## src/sv/qvla_pkg.sv

```systemverilog
// Shared types and constants of the quorum vote lock arbiter.
package qvla_pkg;

    // Fixed field widths
    localparam int NODE_W = 4;
    localparam int MODE_W = 2;
    localparam int KIND_W = 2;
    localparam int GRANT_W = 4;

    // Node ids at or above this bound are ignored
    localparam int MAX_NODES = 16;

    // Default depth of the waiting queue
    localparam int QUEUE_DEPTH_DEF = 16;

    // Input modes
    localparam logic [MODE_W-1:0] MODE_LOCAL_REQ = 2'd0;
    localparam logic [MODE_W-1:0] MODE_PEER_REQ  = 2'd1;
    localparam logic [MODE_W-1:0] MODE_GRANT     = 2'd2;
    localparam logic [MODE_W-1:0] MODE_RELEASE   = 2'd3;

    // Outgoing message kinds
    localparam logic [KIND_W-1:0] KIND_REQUEST = 2'd0;
    localparam logic [KIND_W-1:0] KIND_LOCK    = 2'd1;
    localparam logic [KIND_W-1:0] KIND_RELEASE = 2'd2;

    // Configuration register indexes
    localparam logic CFG_OWN_NODE_ID = 1'b0;
    localparam logic CFG_QUORUM_SIZE = 1'b1;

    // One result word
    typedef struct packed {
        logic [KIND_W-1:0] message_kind;
        logic              to_all;
        logic [NODE_W-1:0] target_node;
        logic              queue_overflow;
        logic              last_of_run;
    } res_t;

    // What the vote controller hands to the output side
    typedef struct packed {
        logic push;
        res_t res;
        logic busy;
    } ctrl_out_t;

endpackage

```

## src/sv/quorum_vote_lock_arbiter.sv

```systemverilog
// Quorum vote lock arbiter: one voting node of a quorum lock with output buffer.
// A result word, where the input word yields one, is written to the output buffer as
// the input word is accepted; a LOCK handed to the queue head follows in the POP state,
// after the wait-queue memory read. Up to one input word per cycle while the output
// buffer has room; no input is taken in the POP state, which reads the wait-queue memory.
// Reset clears the vote, queue pointers, grant counter and output buffer pointers; the queue
// memory contents are left unset and need no clearing pass.
module quorum_vote_lock_arbiter
    import qvla_pkg::*;
#(
    parameter int QUEUE_DEPTH = QUEUE_DEPTH_DEF
)
(
    input  logic              clk,
    input  logic              rst_n,
    input  logic              cfg_we,
    input  logic              cfg_index,
    input  logic [NODE_W-1:0] cfg_data,
    input  logic              s_axis_tvalid,
    output logic              s_axis_tready,
    input  logic [7:0]        s_axis_tdata,  // mode[1:0], source_node[5:2], zero[7:6]
    output logic              m_axis_tvalid,
    input  logic              m_axis_tready,
    output logic [7:0]        m_axis_tdata,  // message_kind[1:0], to_all[2],
                                             // target_node[6:3], queue_overflow[7]
    output logic              m_axis_tlast
);

    localparam int OUT_DEPTH = 4;
    localparam int OUT_PTR_W = 2;
    localparam int OUT_CNT_W = 3;

    logic [NODE_W-1:0]  own_node_id_reg;
    logic [GRANT_W-1:0] quorum_size_reg;
    ctrl_out_t          ctrl;
    logic               in_accept;
    logic               out_pop;

    res_t               out_mem [OUT_DEPTH];
    logic [OUT_PTR_W-1:0] out_wr_reg;
    logic [OUT_PTR_W-1:0] out_rd_reg;
    logic [OUT_CNT_W-1:0] out_count_reg, out_count_next;
    res_t               out_word;

    // Configuration registers
    always_ff @(posedge clk or negedge rst_n)
    begin
        if (!rst_n)
        begin
            own_node_id_reg <= '0;
            quorum_size_reg <= GRANT_W'(1);
        end
        else if (cfg_we)
        begin
            case (cfg_index)
                CFG_OWN_NODE_ID: own_node_id_reg <= cfg_data;
                CFG_QUORUM_SIZE: quorum_size_reg <= cfg_data;
                default:         own_node_id_reg <= own_node_id_reg;
            endcase
        end
    end

    // Input is taken while the controller is free and the buffer has room for two words
    assign s_axis_tready = !ctrl.busy && (out_count_reg <= OUT_CNT_W'(OUT_DEPTH - 2));
    assign in_accept = s_axis_tvalid && s_axis_tready;

    qvla_vote_ctrl #(
        .QUEUE_DEPTH (QUEUE_DEPTH)
    ) u_vote_ctrl (
        .clk         (clk),
        .rst_n       (rst_n),
        .in_accept   (in_accept),
        .in_mode     (s_axis_tdata[1:0]),
        .in_source   (s_axis_tdata[5:2]),
        .own_node_id (own_node_id_reg),
        .quorum_size (quorum_size_reg),
        .ctrl        (ctrl)
    );

    // Output buffer storage
    always_ff @(posedge clk)
    begin
        if (ctrl.push)
        begin
            out_mem[out_wr_reg] <= ctrl.res;
        end
    end

    assign out_pop = m_axis_tvalid && m_axis_tready;

    always_comb
    begin
        out_count_next = out_count_reg;
        if (ctrl.push && !out_pop)
        begin
            out_count_next = out_count_reg + OUT_CNT_W'(1);
        end
        else if (!ctrl.push && out_pop)
        begin
            out_count_next = out_count_reg - OUT_CNT_W'(1);
        end
    end

    // Output buffer pointers
    always_ff @(posedge clk or negedge rst_n)
    begin
        if (!rst_n)
        begin
            out_wr_reg <= '0;
            out_rd_reg <= '0;
            out_count_reg <= '0;
        end
        else
        begin
            if (ctrl.push)
            begin
                out_wr_reg <= out_wr_reg + OUT_PTR_W'(1);
            end
            if (out_pop)
            begin
                out_rd_reg <= out_rd_reg + OUT_PTR_W'(1);
            end
            out_count_reg <= out_count_next;
        end
    end

    // Result word to the master side
    assign out_word = out_mem[out_rd_reg];
    assign m_axis_tvalid = (out_count_reg != '0);
    assign m_axis_tdata = {out_word.queue_overflow, out_word.target_node,
                           out_word.to_all, out_word.message_kind};
    assign m_axis_tlast = out_word.last_of_run;

`ifndef SYNTH
    // The output buffer never overfills.
    assert property (@(posedge clk) disable iff (!rst_n)
        out_count_reg <= OUT_CNT_W'(OUT_DEPTH))
        else $error("output buffer overfilled");

    // A cycle spent on a queue read always delivers the LOCK word.
    assert property (@(posedge clk) disable iff (!rst_n)
        ctrl.busy |-> ctrl.push)
        else $error("queue read gave no LOCK word");

    // An own request always yields its REQUEST broadcast at once.
    assert property (@(posedge clk) disable iff (!rst_n)
        (in_accept && (s_axis_tdata[1:0] == MODE_LOCAL_REQ)) |->
        (ctrl.push && ctrl.res.to_all && (ctrl.res.message_kind == KIND_REQUEST)))
        else $error("own request without broadcast");

    // A two-word run is followed by its second word in the next cycle.
    assert property (@(posedge clk) disable iff (!rst_n)
        (ctrl.push && !ctrl.res.last_of_run) |=> (ctrl.push && ctrl.res.last_of_run))
        else $error("run left unfinished");
`endif

endmodule

```

## src/sv/qvla_wait_ram.sv

```systemverilog
// Synchronous memory holding the ids of nodes waiting for the vote.
module qvla_wait_ram
    import qvla_pkg::*;
#(
    parameter int QUEUE_DEPTH = QUEUE_DEPTH_DEF,
    parameter int PTR_W = 4
)
(
    input  logic              clk,
    input  logic              we,
    input  logic [PTR_W-1:0]  waddr,
    input  logic [NODE_W-1:0] wdata,
    input  logic              re,
    input  logic [PTR_W-1:0]  raddr,
    output logic [NODE_W-1:0] rdata
);

    logic [NODE_W-1:0] mem [QUEUE_DEPTH];
    logic [NODE_W-1:0] rdata_reg;

    // One write port and one registered read port
    always_ff @(posedge clk)
    begin
        if (we)
        begin
            mem[waddr] <= wdata;
        end
        if (re)
        begin
            rdata_reg <= mem[raddr];
        end
    end

    assign rdata = rdata_reg;

endmodule

```

## src/sv/qvla_vote_ctrl.sv

```systemverilog
// Vote state, queue pointers and grant counter of the arbiter.
module qvla_vote_ctrl
    import qvla_pkg::*;
#(
    parameter int QUEUE_DEPTH = QUEUE_DEPTH_DEF
)
(
    input  logic               clk,
    input  logic               rst_n,
    input  logic               in_accept,
    input  logic [MODE_W-1:0]  in_mode,
    input  logic [NODE_W-1:0]  in_source,
    input  logic [NODE_W-1:0]  own_node_id,
    input  logic [GRANT_W-1:0] quorum_size,
    output ctrl_out_t          ctrl
);

    localparam int PTR_W = (QUEUE_DEPTH > 1) ? $clog2(QUEUE_DEPTH) : 1;
    localparam int FILL_W = $clog2(QUEUE_DEPTH + 1);
    localparam int SUM_W = FILL_W + 1;
    localparam int SRC_CMP_W = 9;

    localparam logic S_IDLE = 1'b0;
    localparam logic S_POP  = 1'b1;

    logic               state_reg, state_next;
    logic               vote_taken_reg, vote_taken_next;
    logic [NODE_W-1:0]  vote_holder_reg, vote_holder_next;
    logic [PTR_W-1:0]   queue_head_reg, queue_head_next;
    logic [FILL_W-1:0]  queue_fill_reg, queue_fill_next;
    logic [GRANT_W-1:0] grants_seen_reg, grants_seen_next;

    logic               ram_we;
    logic [NODE_W-1:0]  ram_wdata;
    logic               ram_re;
    logic [NODE_W-1:0]  ram_rdata;
    logic [SUM_W-1:0]   wr_sum;
    logic [PTR_W-1:0]   wr_addr;
    logic [PTR_W-1:0]   head_inc;
    logic               queue_full;
    logic               queue_empty;
    logic               src_ok;
    logic               src_holds;
    logic               own_holds;
    logic [GRANT_W-1:0] grants_inc;
    logic               push;
    res_t               res;

    qvla_wait_ram #(
        .QUEUE_DEPTH (QUEUE_DEPTH),
        .PTR_W       (PTR_W)
    ) u_wait_ram (
        .clk   (clk),
        .we    (ram_we),
        .waddr (wr_addr),
        .wdata (ram_wdata),
        .re    (ram_re),
        .raddr (queue_head_reg),
        .rdata (ram_rdata)
    );

    // Queue arithmetic: tail slot, next head, full and empty
    always_comb
    begin
        wr_sum = SUM_W'(queue_head_reg) + SUM_W'(queue_fill_reg);
        if (wr_sum >= SUM_W'(QUEUE_DEPTH))
        begin
            wr_addr = PTR_W'(wr_sum - SUM_W'(QUEUE_DEPTH));
        end
        else
        begin
            wr_addr = PTR_W'(wr_sum);
        end
        if (queue_head_reg == PTR_W'(QUEUE_DEPTH - 1))
        begin
            head_inc = '0;
        end
        else
        begin
            head_inc = queue_head_reg + PTR_W'(1);
        end
        queue_full = (queue_fill_reg == FILL_W'(QUEUE_DEPTH));
        queue_empty = (queue_fill_reg == '0);
    end

    // Message decode helpers
    assign src_ok = (SRC_CMP_W'(in_source) < SRC_CMP_W'(MAX_NODES));
    assign src_holds = vote_taken_reg && (in_source == vote_holder_reg);
    assign own_holds = vote_taken_reg && (own_node_id == vote_holder_reg);
    assign grants_inc = grants_seen_reg + GRANT_W'(1);

    // Read-modify-write of the vote state; a pass to the queue head goes through
    // the POP state for the memory read.
    always_comb
    begin
        state_next = state_reg;
        vote_taken_next = vote_taken_reg;
        vote_holder_next = vote_holder_reg;
        queue_head_next = queue_head_reg;
        queue_fill_next = queue_fill_reg;
        grants_seen_next = grants_seen_reg;
        ram_we = 1'b0;
        ram_wdata = own_node_id;
        ram_re = 1'b0;
        push = 1'b0;
        res = '0;

        case (state_reg)
            S_IDLE:
            begin
                if (in_accept && (in_mode == MODE_LOCAL_REQ))
                begin
                    // Own request: broadcast, then take the vote, queue up, or flag a queue overflow
                    push = 1'b1;
                    res.message_kind = KIND_REQUEST;
                    res.to_all = 1'b1;
                    res.last_of_run = 1'b1;
                    if (!vote_taken_reg)
                    begin
                        vote_taken_next = 1'b1;
                        vote_holder_next = own_node_id;
                    end
                    else if (!queue_full)
                    begin
                        ram_we = 1'b1;
                        queue_fill_next = queue_fill_reg + FILL_W'(1);
                    end
                    else
                    begin
                        res.queue_overflow = 1'b1;
                    end
                end
                else if (in_accept && src_ok)
                begin
                    case (in_mode)
                        MODE_PEER_REQ:
                        begin
                            if (!vote_taken_reg)
                            begin
                                vote_taken_next = 1'b1;
                                vote_holder_next = in_source;
                                push = 1'b1;
                                res.message_kind = KIND_LOCK;
                                res.target_node = in_source;
                                res.last_of_run = 1'b1;
                            end
                            else if (!src_holds)
                            begin
                                if (!queue_full)
                                begin
                                    ram_we = 1'b1;
                                    ram_wdata = in_source;
                                    queue_fill_next = queue_fill_reg + FILL_W'(1);
                                end
                                else
                                begin
                                    push = 1'b1;
                                    res.message_kind = KIND_REQUEST;
                                    res.target_node = in_source;
                                    res.queue_overflow = 1'b1;
                                    res.last_of_run = 1'b1;
                                end
                            end
                        end
                        MODE_GRANT:
                        begin
                            grants_seen_next = grants_inc;
                            if (grants_inc == quorum_size)
                            begin
                                grants_seen_next = '0;
                                push = 1'b1;
                                res.message_kind = KIND_RELEASE;
                                res.to_all = 1'b1;
                                res.last_of_run = 1'b1;
                                if (own_holds)
                                begin
                                    if (!queue_empty)
                                    begin
                                        ram_re = 1'b1;
                                        state_next = S_POP;
                                        res.last_of_run = 1'b0;
                                    end
                                    else
                                    begin
                                        vote_taken_next = 1'b0;
                                        vote_holder_next = '0;
                                    end
                                end
                            end
                        end
                        MODE_RELEASE:
                        begin
                            if (src_holds)
                            begin
                                if (!queue_empty)
                                begin
                                    ram_re = 1'b1;
                                    state_next = S_POP;
                                end
                                else
                                begin
                                    vote_taken_next = 1'b0;
                                    vote_holder_next = '0;
                                end
                            end
                        end
                        default:
                        begin
                            vote_taken_next = vote_taken_reg;
                        end
                    endcase
                end
            end
            S_POP:
            begin
                // Queue head arrives from memory: it takes the vote
                vote_taken_next = 1'b1;
                vote_holder_next = ram_rdata;
                queue_head_next = head_inc;
                queue_fill_next = queue_fill_reg - FILL_W'(1);
                push = 1'b1;
                res.message_kind = KIND_LOCK;
                res.target_node = ram_rdata;
                res.last_of_run = 1'b1;
                state_next = S_IDLE;
            end
            default:
            begin
                state_next = S_IDLE;
            end
        endcase
    end

    // Control state
    always_ff @(posedge clk or negedge rst_n)
    begin
        if (!rst_n)
        begin
            state_reg <= S_IDLE;
            vote_taken_reg <= 1'b0;
            vote_holder_reg <= '0;
            queue_head_reg <= '0;
            queue_fill_reg <= '0;
            grants_seen_reg <= '0;
        end
        else
        begin
            state_reg <= state_next;
            vote_taken_reg <= vote_taken_next;
            vote_holder_reg <= vote_holder_next;
            queue_head_reg <= queue_head_next;
            queue_fill_reg <= queue_fill_next;
            grants_seen_reg <= grants_seen_next;
        end
    end

    assign ctrl.push = push;
    assign ctrl.res = res;
    assign ctrl.busy = (state_reg == S_POP);

endmodule
```

## config.mk

```make
export PLATFORM = sky130hd
export DESIGN_NAME = quorum_vote_lock_arbiter
export DESIGN_NICKNAME = d
export VERILOG_FILES = /design/src/sv/qvla_pkg.sv /design/src/sv/quorum_vote_lock_arbiter.sv /design/src/sv/qvla_wait_ram.sv /design/src/sv/qvla_vote_ctrl.sv
export SDC_FILE = /design/constraint.sdc
export NUM_CORES = 1
export LEC_CHECK = 0
export BUFFER_PORTS_ARGS = -buffer_cell sky130_fd_sc_hd__clkbuf_2
export CORE_ASPECT_RATIO = 0.6
export CORE_UTILIZATION = 44
export DETAILED_ROUTE_END_ITERATION = 7
export GPL_TIMING_DRIVEN = 0
export PLACE_DENSITY_LB_ADDON = 0.15
export RECOVER_POWER = 25
export SYNTH_ARGS = -nofsm -noshare
export SYNTH_HDL_FRONTEND = slang
export SYNTH_SLANG_ARGS = --single-unit
```

## constraint.sdc

```tcl
create_clock -name clk -period 5.8 [get_ports clk]
set_clock_uncertainty 0.2 [all_clocks]
set_input_delay 1.16 -clock clk [delete_from_list [all_inputs] [get_ports clk]]
set_output_delay 1.16 -clock clk [all_outputs]
set_load 0.01 [all_outputs]
```

# --- After elaboration in Yosys (flattened, before gate mapping) ---
# Memories as Yosys holds them, arrays and structs flattened. A register that Yosys moved wholly into a read port is not among the register bits.
# Cells that the tools add are included.
totals:
  ff_bits: 34
  ram_bits: 100
  input_bits: 18
  elab_cells: 158
  mem_count: 2
memory_table:
  columns: ["name", "depth", "width", "rd", "rd_ports_with_merged_regs", "write_ports", "line_no", "source"]
  rows:
  - ["u_vote_ctrl.u_wait_ram.mem", 16, 4, 1, 1, 1, "qvla_wait_ram.sv:18", "logic [NODE_W-1:0] mem [QUEUE_DEPTH];"]
  - ["out_mem", 4, 9, 1, 0, 1, "quorum_vote_lock_arbiter.sv:39", "res_t out_mem [OUT_DEPTH];"]
op_classes:
  add_sub_neg: 10
  n_lt_le_gt_ge: 2
  n_eq_ne: 18
  mux: 91
  bitwise_logic: 3
  n_reduce_logical: 21
op_table:
  columns: ["operator", "n"]
  rows:
  - ["$mux W4", 20]
  - ["$mux W1", 41]
  - ["$mux W5", 8]
  - ["$pmux W4 S2", 2]
  - ["$pmux W1 S2", 7]
  - ["$eq A4 B4 Y1", 3]
  - ["$mux W3", 4]
  - ["$mux W6", 2]
  - ["$ne A4 B2 Y1 const B", 3]
  - ["$pmux W4 S3", 1]
  - ["$pmux W5 S2", 1]
  - ["$mux W9", 1]
  - ["$ne A3 B3 Y1 const B", 3]
  - ["$add A4 B1 Y4 const B", 2]
  - ["$logic_and A1 B1 Y1", 8]
  - ["$pmux W2 S2", 2]
  - ["$reduce_and A4 Y1", 2]
  - ["$reduce_and A7 Y1", 1]
  - ["$add A4 B5 Y6", 1]
  - ["$ge A6 B5 Y1 const B", 1]
  - ["$add A5 B1 Y5 const B", 1]
  - ["$eq A5 B5 Y1 const B", 1]
  - ["$logic_not A5 Y1", 1]
  - ["$ne A5 B4 Y1 const B", 1]
  - ["21 further kinds", 28]

# --- Depth between registers and ports, before layout ---
# Gate-level depths: netlist (run 1).
logic_depth:
  ltp_word: 12
  mapped_depth: 13

# --- Cells and area by module ---
# Synthesis (run 1) repeated with hierarchy kept, for this count alone.
unflattened:
  cells_unflattened: 430
  hier_area_um2: 6485.0
by_module_without_submodules:
  columns: ["module", "instances", "cells_each", "area_per_inst_um2", "seq_area_each_um2"]
  rows:
  - ["qvla_wait_ram", 1, 130, 2706.3, 2042.0]
  - ["quorum_vote_lock_arbiter", 1, 100, 2023.2, 1457.6]
  - ["qvla_vote_ctrl", 1, 200, 1755.4, 475.5]

# --- Least setup slack after synthesis (run 1) ---
# Ideal clock, no wire load.
synth_path:
  path_kind: "input -> register"
  startpoint: "input s_axis_tdata[0]"
  endpoint: "register out_count_reg[1]"
  setup_time_ps: 125
  arrival_ps: 2999
  setup_slack_ps: 2477
  cell_stages: 11
  cell_sequence: "inv_1 ha_1 nor3b_2 and2_4 buf_6 nor2_8 o21ai_4 ha_1 inv_1 fa_1 mux2_2"
synth_rtl:
  columns: ["element", "line_no", "source"]
  rows:
  - ["from (decl)", "quorum_vote_lock_arbiter.sv:21", "input logic [7:0] s_axis_tdata,"]
  - ["to (signal assigned)", "quorum_vote_lock_arbiter.sv:123", "out_count_reg <= out_count_next;"]
  - ["to (decl)", "quorum_vote_lock_arbiter.sv:42", "logic [OUT_CNT_W-1:0] out_count_reg, out_count_next;"]

==> results of run 1 <==
## worst max-delay path, stage by stage
cell and delay (ns):
clkbuf_1 0.13, inv_1 0.08, ha_1 0.26, nor3b_1 0.17, and2_4 0.19, buf_6 0.13, nor2_1 0.45, o21ai_4 0.20
ha_1 0.26, inv_1 0.07, fa_1 0.40, mux2_2 0.27
## power by group through the flow
stage	registers [mW]	clock network [mW]	logic (mW)
2_1_floorplan	1.27	0	0.560
3_3_place_gp	1.30	0	0.726
3_5_place_dp	1.30	0	0.737
4_1_cts	1.28	1.08	0.740
5_1_grt	1.29	1.12	0.801
6_report	1.28	1.06	0.724
## cells in the mapped netlist, types with 6 or more instances
master / count / share of area
o21ai_0: 12 / 0.0094
mux2_4: 9 / 0.021
xor2_1: 8 / 0.011
xnor2_1: 21 / 0.029
ha_1: 17 / 0.033
edfxtp_1: 104 / 0.49
mux2_2: 13 / 0.023
inv_1: 12 / 0.0070
nor2_1: 23 / 0.013
a21oi_1: 12 / 0.0094
and3_1: 6 / 0.0059
nand2_1: 35 / 0.020
dfrtp_1: 33 / 0.13
mux4_2: 29 / 0.10
## routing by layer
layer	vias to the layer above	share of wire	global-route usage
met1	1754	0.55	0.296
met2	78	0.39	0.240
met4	0	0.0053	0.0655
met3	7	0.054	0.0500
met5	-	0	0
li1	1636	-	-
## layout make-up
class	instances	area share
plain buffers	11	0.00720
clock buffers	17	0.0583
clock inverters	15	0.0209
inverters	13	0.00668
multi-input cells	243	0.312
flip-flops and latches	138	0.545
well taps	192	0.0329
repair buffers	26	0.0170
## layout by cell type, fill, tap and decap left out, types with 12 or more instances in the layout
cell,n
edfxtp_1,104
nand2_1,35
dfrtp_1,33
mux4_2,29
nor2_1,24
xnor2_1,21
clkbuf_2,21
ha_1,17
clkbuf_16,17
mux2_2,13
inv_1,12
clkbuf_1,12
a21oi_1,12
o21ai_0,12
## cells by family (layout without fill, tap and decap cells)
logic type	Yosys count	count (layout)
adder cells (fa/ha/maj)	20	20
XOR/XNOR	30	30
AO/OA/AOI/OAI	42	42
multiplexers	51	51
flip-flops	138	138
buffers and inverters	24	82
AND/OR/NAND/NOR	100	100
## worst max path at each step
stage	endpoint	depth (start not counted)
final	out_count_reg[1]$_DFFE_PN0P_	12
after global routing	out_count_reg[1]$_DFFE_PN0P_	12
after CTS	out_count_reg[2]$_DFFE_PN0P_	13
after detailed placement	out_count_reg[2]$_DFFE_PN0P_	13
after global placement	out_count_reg[2]$_DFFE_PN0P_	13
after floorplan	out_count_reg[1]$_DFFE_PN0P_	11
## metrics by stage
step | power, mW | hold slack [ns] | area [sq um]
2_1_floorplan | 1.83 | 0.276 | 6410
3_3_place_gp | 2.02 | 0.313 | 6780
3_5_place_dp | 2.04 | 0.324 | 6780
4_1_cts | 3.09 | 0.338 | 7360
5_1_grt | 3.21 | 0.361 | 7300
6_report | 3.06 | 0.331 | 7300
==> flow_metrics.py, run 1 <==
metrics = {
    "timing": {
        "fin_tns_setup_ns": 0,
        "tightest_slew_ns": 1.96,
        "post-route-period-util": 0.633,
        "fin_ws_ns": 2.13,
        "drv_slew": 35,
        "max_freq_mhz": 273,
        "fin_crit_ns": 3.67,
        "setup_viol": 0,
        "maxSlewHeadroom": -0.304,
        "finalHoldViolations": 0,
        "grt_setup_unrepaired": "false",
    },
    "setup_path": {
        "startpoint": "s_axis_tdata[0]",
        "worstRegToRegCells": 10,
        "critPathCaptureType": "register",
        "r2r_end": "out_count_reg[1]$_DFFE_PN0P_",
        "cp_max_fo": 8,
        "worst_ep_arrival_time_ns": 3.77,
        "crit_type": "input port to register",
        "r2r_slack_ns": 2.50,
        "required_ns": 5.90,
        "r2r-start": "u_vote_ctrl.state_reg$_DFF_PN0_",
        "startpoint_type": "input port",
    },
    "floorplan": {
        "rows": 33,
        "dieArea_sq_um": 15100,
        "core_area_sq_um": 13900,
        "die_h_microns": 95.5,
        "die_w_microns": 158,
        "pin_count": 29,
        "start_util": 0.461,
    },
    "job": {
        "drv_cap": 1,
    },
    "synthesis": {
        "synth_edf_count": 104,
        "synth_compound_area_frac": 0.0478,
        "synth_top_family_by_area": "multiplexers",
        "synth-seq-cells": 138,
        "synth_fa_ha_area_frac": 0.0426,
        "ys_warn_count": 0,
        "syn_area_per_cell_sq_um": 15.8,
        "syn_inst": 405,
        "synth.cell_area_sq_um": 6410,
        "async_flop_share": 0.246,
        "synth_flop_cell": "edfxtp_1",
        "synth-simple-area-share": 0.0843,
        "yosysSeqAreaShare": 0.620,
        "synth_mux_area_frac": 0.146,
        "synth_xor_area_frac": 0.0422,
        "synth.distinct_cells": 56,
        "syn-num-nets": 443,
    },
    "clock_tree": {
        "clk-insertion-delay-late_ns": 0.42,
        "clockRootBuffer": "clkbuf_16",
        "cts_buffer_depth": 2,
        "h-tree-depth": 4,
        "clk_pin_slew_ns": 0.06,
        "ctsResizeCount": 0,
        "numCtsBuffers": 17,
        "tritoncts": "done",
        "cts-hold-fix-buffers": 0,
        "clock-sinks": 138,
        "cts_setup_buffers": 0,
    },
    "grt": {
        "grt_pass1_wl_mm": 19.8,
        "grt_overflow": 0,
        "globalRouteTotalUtil": 0.187,
        "grt_pass1_vias": 3508,
        "antenna_found_initial": 0,
        "grt_max_degree": 35,
    },
    "pwr": {
        "peakVddDrop_mv": 0.198,
        "swShare": 0.306,
        "combinationalPowerShare": 0.237,
        "seqPwrFrac": 0.418,
        "p_int_mw": 2.12,
        "p_clk_frac": 0.345,
        "powerDensity_nw_per_um2": 419,
        "leakage_nw": 2.70,
        "netSwitchingPower_uw": 936,
    },
    "route": {
        "first_pass_iters": 5,
        "drt_iter0_drc": 318,
        "vias_per_cell": 5.31,
        "wl_per_cell_microns": 19.1,
        "drc": 0,
        "drtAntennaViolNets": 0,
        "wl_mm": 12.5,
        "num_vias": 3475,
    },
    "placement": {
        "dp_cells": 623,
        "gp_congestion": 0.877,
        "place_ws_ns": 2.11,
        "place_hpwl_mm": 9.05,
        "port_buffers": 26,
    },
    "cells_and_area": {
        "fill_cells": 1167,
        "instances_no_fill": 655,
        "syn_to_final_growth_pct": 13.9,
        "nets": 488,
        "multi_input_area_sq_um": 2280,
        "largest_reg_flops": 64,
        "drive_above_1_share": 0.268,
        "diodes": 0,
        "fin_util": 0.525,
        "seqCellArea_sq_um": 3980,
    },
    "run_status": {
        "outcome": "finished with violations",
        "violations": "capacitance limit, slew limit",
    },
    "hold_path": {
        "holdPathStages": 1,
        "min_to": "quorum_size_reg[2]$_DFFE_PN0P_",
        "hold_start": "quorum_size_reg[2]$_DFFE_PN0P_",
        "hp-class": "register to register",
    },
}
Power figures use the tool's default switching activity.
==> run 2, diff against run 1 <==
--- a/config.mk
+++ b/config.mk
@@ -5,6 +5,7 @@
 export SDC_FILE = /design/constraint.sdc
 export NUM_CORES = 1
 export LEC_CHECK = 0
+export ABC_AREA = 1
 export BUFFER_PORTS_ARGS = -buffer_cell sky130_fd_sc_hd__clkbuf_2
 export CORE_ASPECT_RATIO = 0.6
 export CORE_UTILIZATION = 44
==> constraint.sdc (replaced) <==
create_clock -name clk -period 3.3 [get_ports clk]
set_clock_uncertainty 0.2 [all_clocks]
set_input_delay 0.66 -clock clk [delete_from_list [all_inputs] [get_ports clk]]
set_output_delay 0.66 -clock clk [all_outputs]
set_load 0.01 [all_outputs]
==> flow_metrics.py, run 2 <==
metrics = {
    "pwr": {
        "power_mw": 5.51,
        "powerDensity_nw_per_um2": 721,
        "peakVddDrop_mv": 0.412,
        "leakage_nw": 3.04,
    },
    "synthesis": {
        "ys_top_cells_by_count": "nand2_1 (109), edfxtp_1 (104), nor2_1 (74), o21ai_0 (65), inv_1 (47)",
        "syn_area_per_cell_sq_um": 10.5,
        "synth-seq-cells": 138,
        "netlist_top_cells_area": "edfxtp_1 (47%), dfrtp_1 (12%), nand2_1 (6.2%)",
        "async_flop_share": 0.246,
        "synth.distinct_cells": 43,
        "syn_inst": 631,
        "synth_flop_cell": "edfxtp_1",
        "yosysSeqAreaShare": 0.598,
        "synth.top_cell.area_share": 0.470,
        "yosysMostFrequentCell": "nand2_1",
        "ys_warn_count": 0,
        "synth_edf_count": 104,
        "synth_area_leader_cell": "edfxtp_1",
        "synth.cell_area_sq_um": 6650,
        "syn-num-nets": 669,
    },
    "route": {
        "vias_per_cell": 5.41,
        "num_vias": 4844,
        "first_pass_iters": 5,
        "wl_mm": 15.6,
        "wl_per_cell_microns": 17.4,
        "drt_iter0_drc": 476,
        "drtAntennaViolNets": 0,
        "drc": 0,
    },
    "clock_tree": {
        "clk-insertion-delay-late_ns": 0.42,
        "ctsResizeCount": 0,
        "clk_pin_slew_ns": 0.06,
        "clock-sinks": 138,
        "tritoncts": "done",
        "clockRootBuffer": "clkbuf_16",
        "cts-hold-fix-buffers": 0,
        "cts_setup_buffers": 0,
        "h-tree-depth": 4,
        "cts_buffer_depth": 2,
        "numCtsBuffers": 17,
    },
    "setup_path": {
        "crit_type": "register to register",
        "worst_ep_arrival_time_ns": 3.14,
        "required_ns": 3.37,
        "critPathCaptureType": "register",
        "cp_max_fo": 10,
        "startpoint_type": "register",
    },
    "cells_and_area": {
        "nets": 722,
        "final_cell_mix": "nand2_1 (112), edfxtp_1 (104), nor2_1 (76)",
        "drive_above_1_share": 0.136,
        "largest_reg_flops": 64,
        "seqCellArea_sq_um": 3980,
        "diodes": 0,
        "multi_input_area_sq_um": 2320,
        "final_common_cell": "nand2_1",
        "syn_to_final_growth_pct": 14.9,
        "fill_cells": 1338,
        "design_area_sq_um": 7640,
    },
    "timing": {
        "maxSlewHeadroom": -0.296,
        "setup_viol": 0,
        "fin_crit_ns": 3.07,
        "tightest_slew_ns": 1.94,
        "max_freq_mhz": 326,
        "fin_tns_setup_ns": 0,
        "drv_slew": 35,
        "grt_setup_unrepaired": "false",
        "finalHoldViolations": 0,
        "fin_hold_ws_ns": 0.275,
        "post-route-period-util": 0.929,
        "fin_ws_ns": 0.235,
    },
    "floorplan": {
        "start_util": 0.454,
        "core_area_sq_um": 14600,
        "pin_count": 29,
        "die_w_microns": 161,
        "dieArea_sq_um": 15600,
        "die_h_microns": 97.2,
        "rows": 34,
    },
    "placement": {
        "place_hpwl_mm": 11.3,
        "gp_congestion": 0.823,
        "port_buffers": 26,
        "place_ws_ns": 0.246,
        "place_area_sq_um": 7100,
    },
    "grt": {
        "grt_max_degree": 35,
        "globalRouteTotalUtil": 0.213,
        "grt_overflow": 0,
        "grt_pass1_wl_mm": 25.1,
        "antenna_found_initial": 0,
        "grt_pass1_vias": 4567,
    },
    "run_status": {
        "outcome": "finished with violations",
        "violations": "capacitance limit, slew limit",
    },
    "job": {
        "drv_cap": 1,
    },
    "hold_path": {
        "hp-class": "input port to register",
    },
}
-- run 2: per-layer routing --
layer | global-route usage | vias to the layer above | wire [microns]
met2 | 0.286 | 178 | 6260
met1 | 0.334 | 2340 | 7880
met5 | 0 | - | 0
li1 | - | 2312 | -
met3 | 0.0615 | 14 | 1300
met4 | 0.0501 | 0 | 124
-- run 2: per-stage QoR --
stage	utilization	instances
3_3_place_gp	0.480	855
3_5_place_dp	0.485	863
5_1_grt	0.522	895
6_report	0.522	895
4_1_cts	0.525	895
2_1_floorplan	-	631
-- run 2: final timing paths --
path | slack (ns) | depth (start not counted) | endpoint | start
min | 0.28 | 3 | quorum_size_reg[0]$_DFFE_PN1P_ | cfg_data[0]
max | 0.23 | 8 | u_vote_ctrl.u_wait_ram.mem[1][0]$_DFFE_PP_ | u_vote_ctrl.state_reg$_DFF_PN0_
min in group asynchronous | 0.57 | 1 | quorum_size_reg[2]$_DFFE_PN0P_ | rst_n
min reg2reg | 0.30 | 2 | quorum_size_reg[0]$_DFFE_PN1P_ | quorum_size_reg[0]$_DFFE_PN1P_
max reg2reg | 0.23 | 8 | u_vote_ctrl.u_wait_ram.mem[1][0]$_DFFE_PP_ | u_vote_ctrl.state_reg$_DFF_PN0_
max in group asynchronous | 1.19 | 1 | u_vote_ctrl.queue_fill_reg[2]$_DFFE_PN0P_ | rst_n
-- run 2: cells by family (layout without fill, tap and decap cells) --
kind of cell	after synthesis	after routing	synth area share
xor+xnor	13	13	0.0171
flops	138	138	0.598
compound gates	122	122	0.108
simple gates	245	245	0.167
fa+ha+maj	20	20	0.0410
mux	13	13	0.0198
buf+inv	80	146	0.0489
-- run 2: worst max-delay path, stage by stage (launching register included) --
cell and delay [ns]:
dfrtp_1 0.41, clkbuf_1 0.27, inv_2 0.11, clkbuf_1 0.44
nand2_1 0.10, inv_1 0.17, nand4_2 0.26, o21ai_1 0.71
buf_6 0.23
-- run 2: layout make-up --
class,instances,share of cell area
flip-flops and latches,138,0.520
multi-input cells,413,0.304
clock buffers,17,0.0557
well taps,198,0.0324
inverters,59,0.0290
repair buffers,34,0.0252
clock inverters,15,0.0210
plain buffers,21,0.0124
-- run 2: power breakdown --
group	internal, mW	switching [mW]
clock	1.07	0.798
combinational	0.501	0.932
sequential	2.05	0.159
total	3.62	1.89
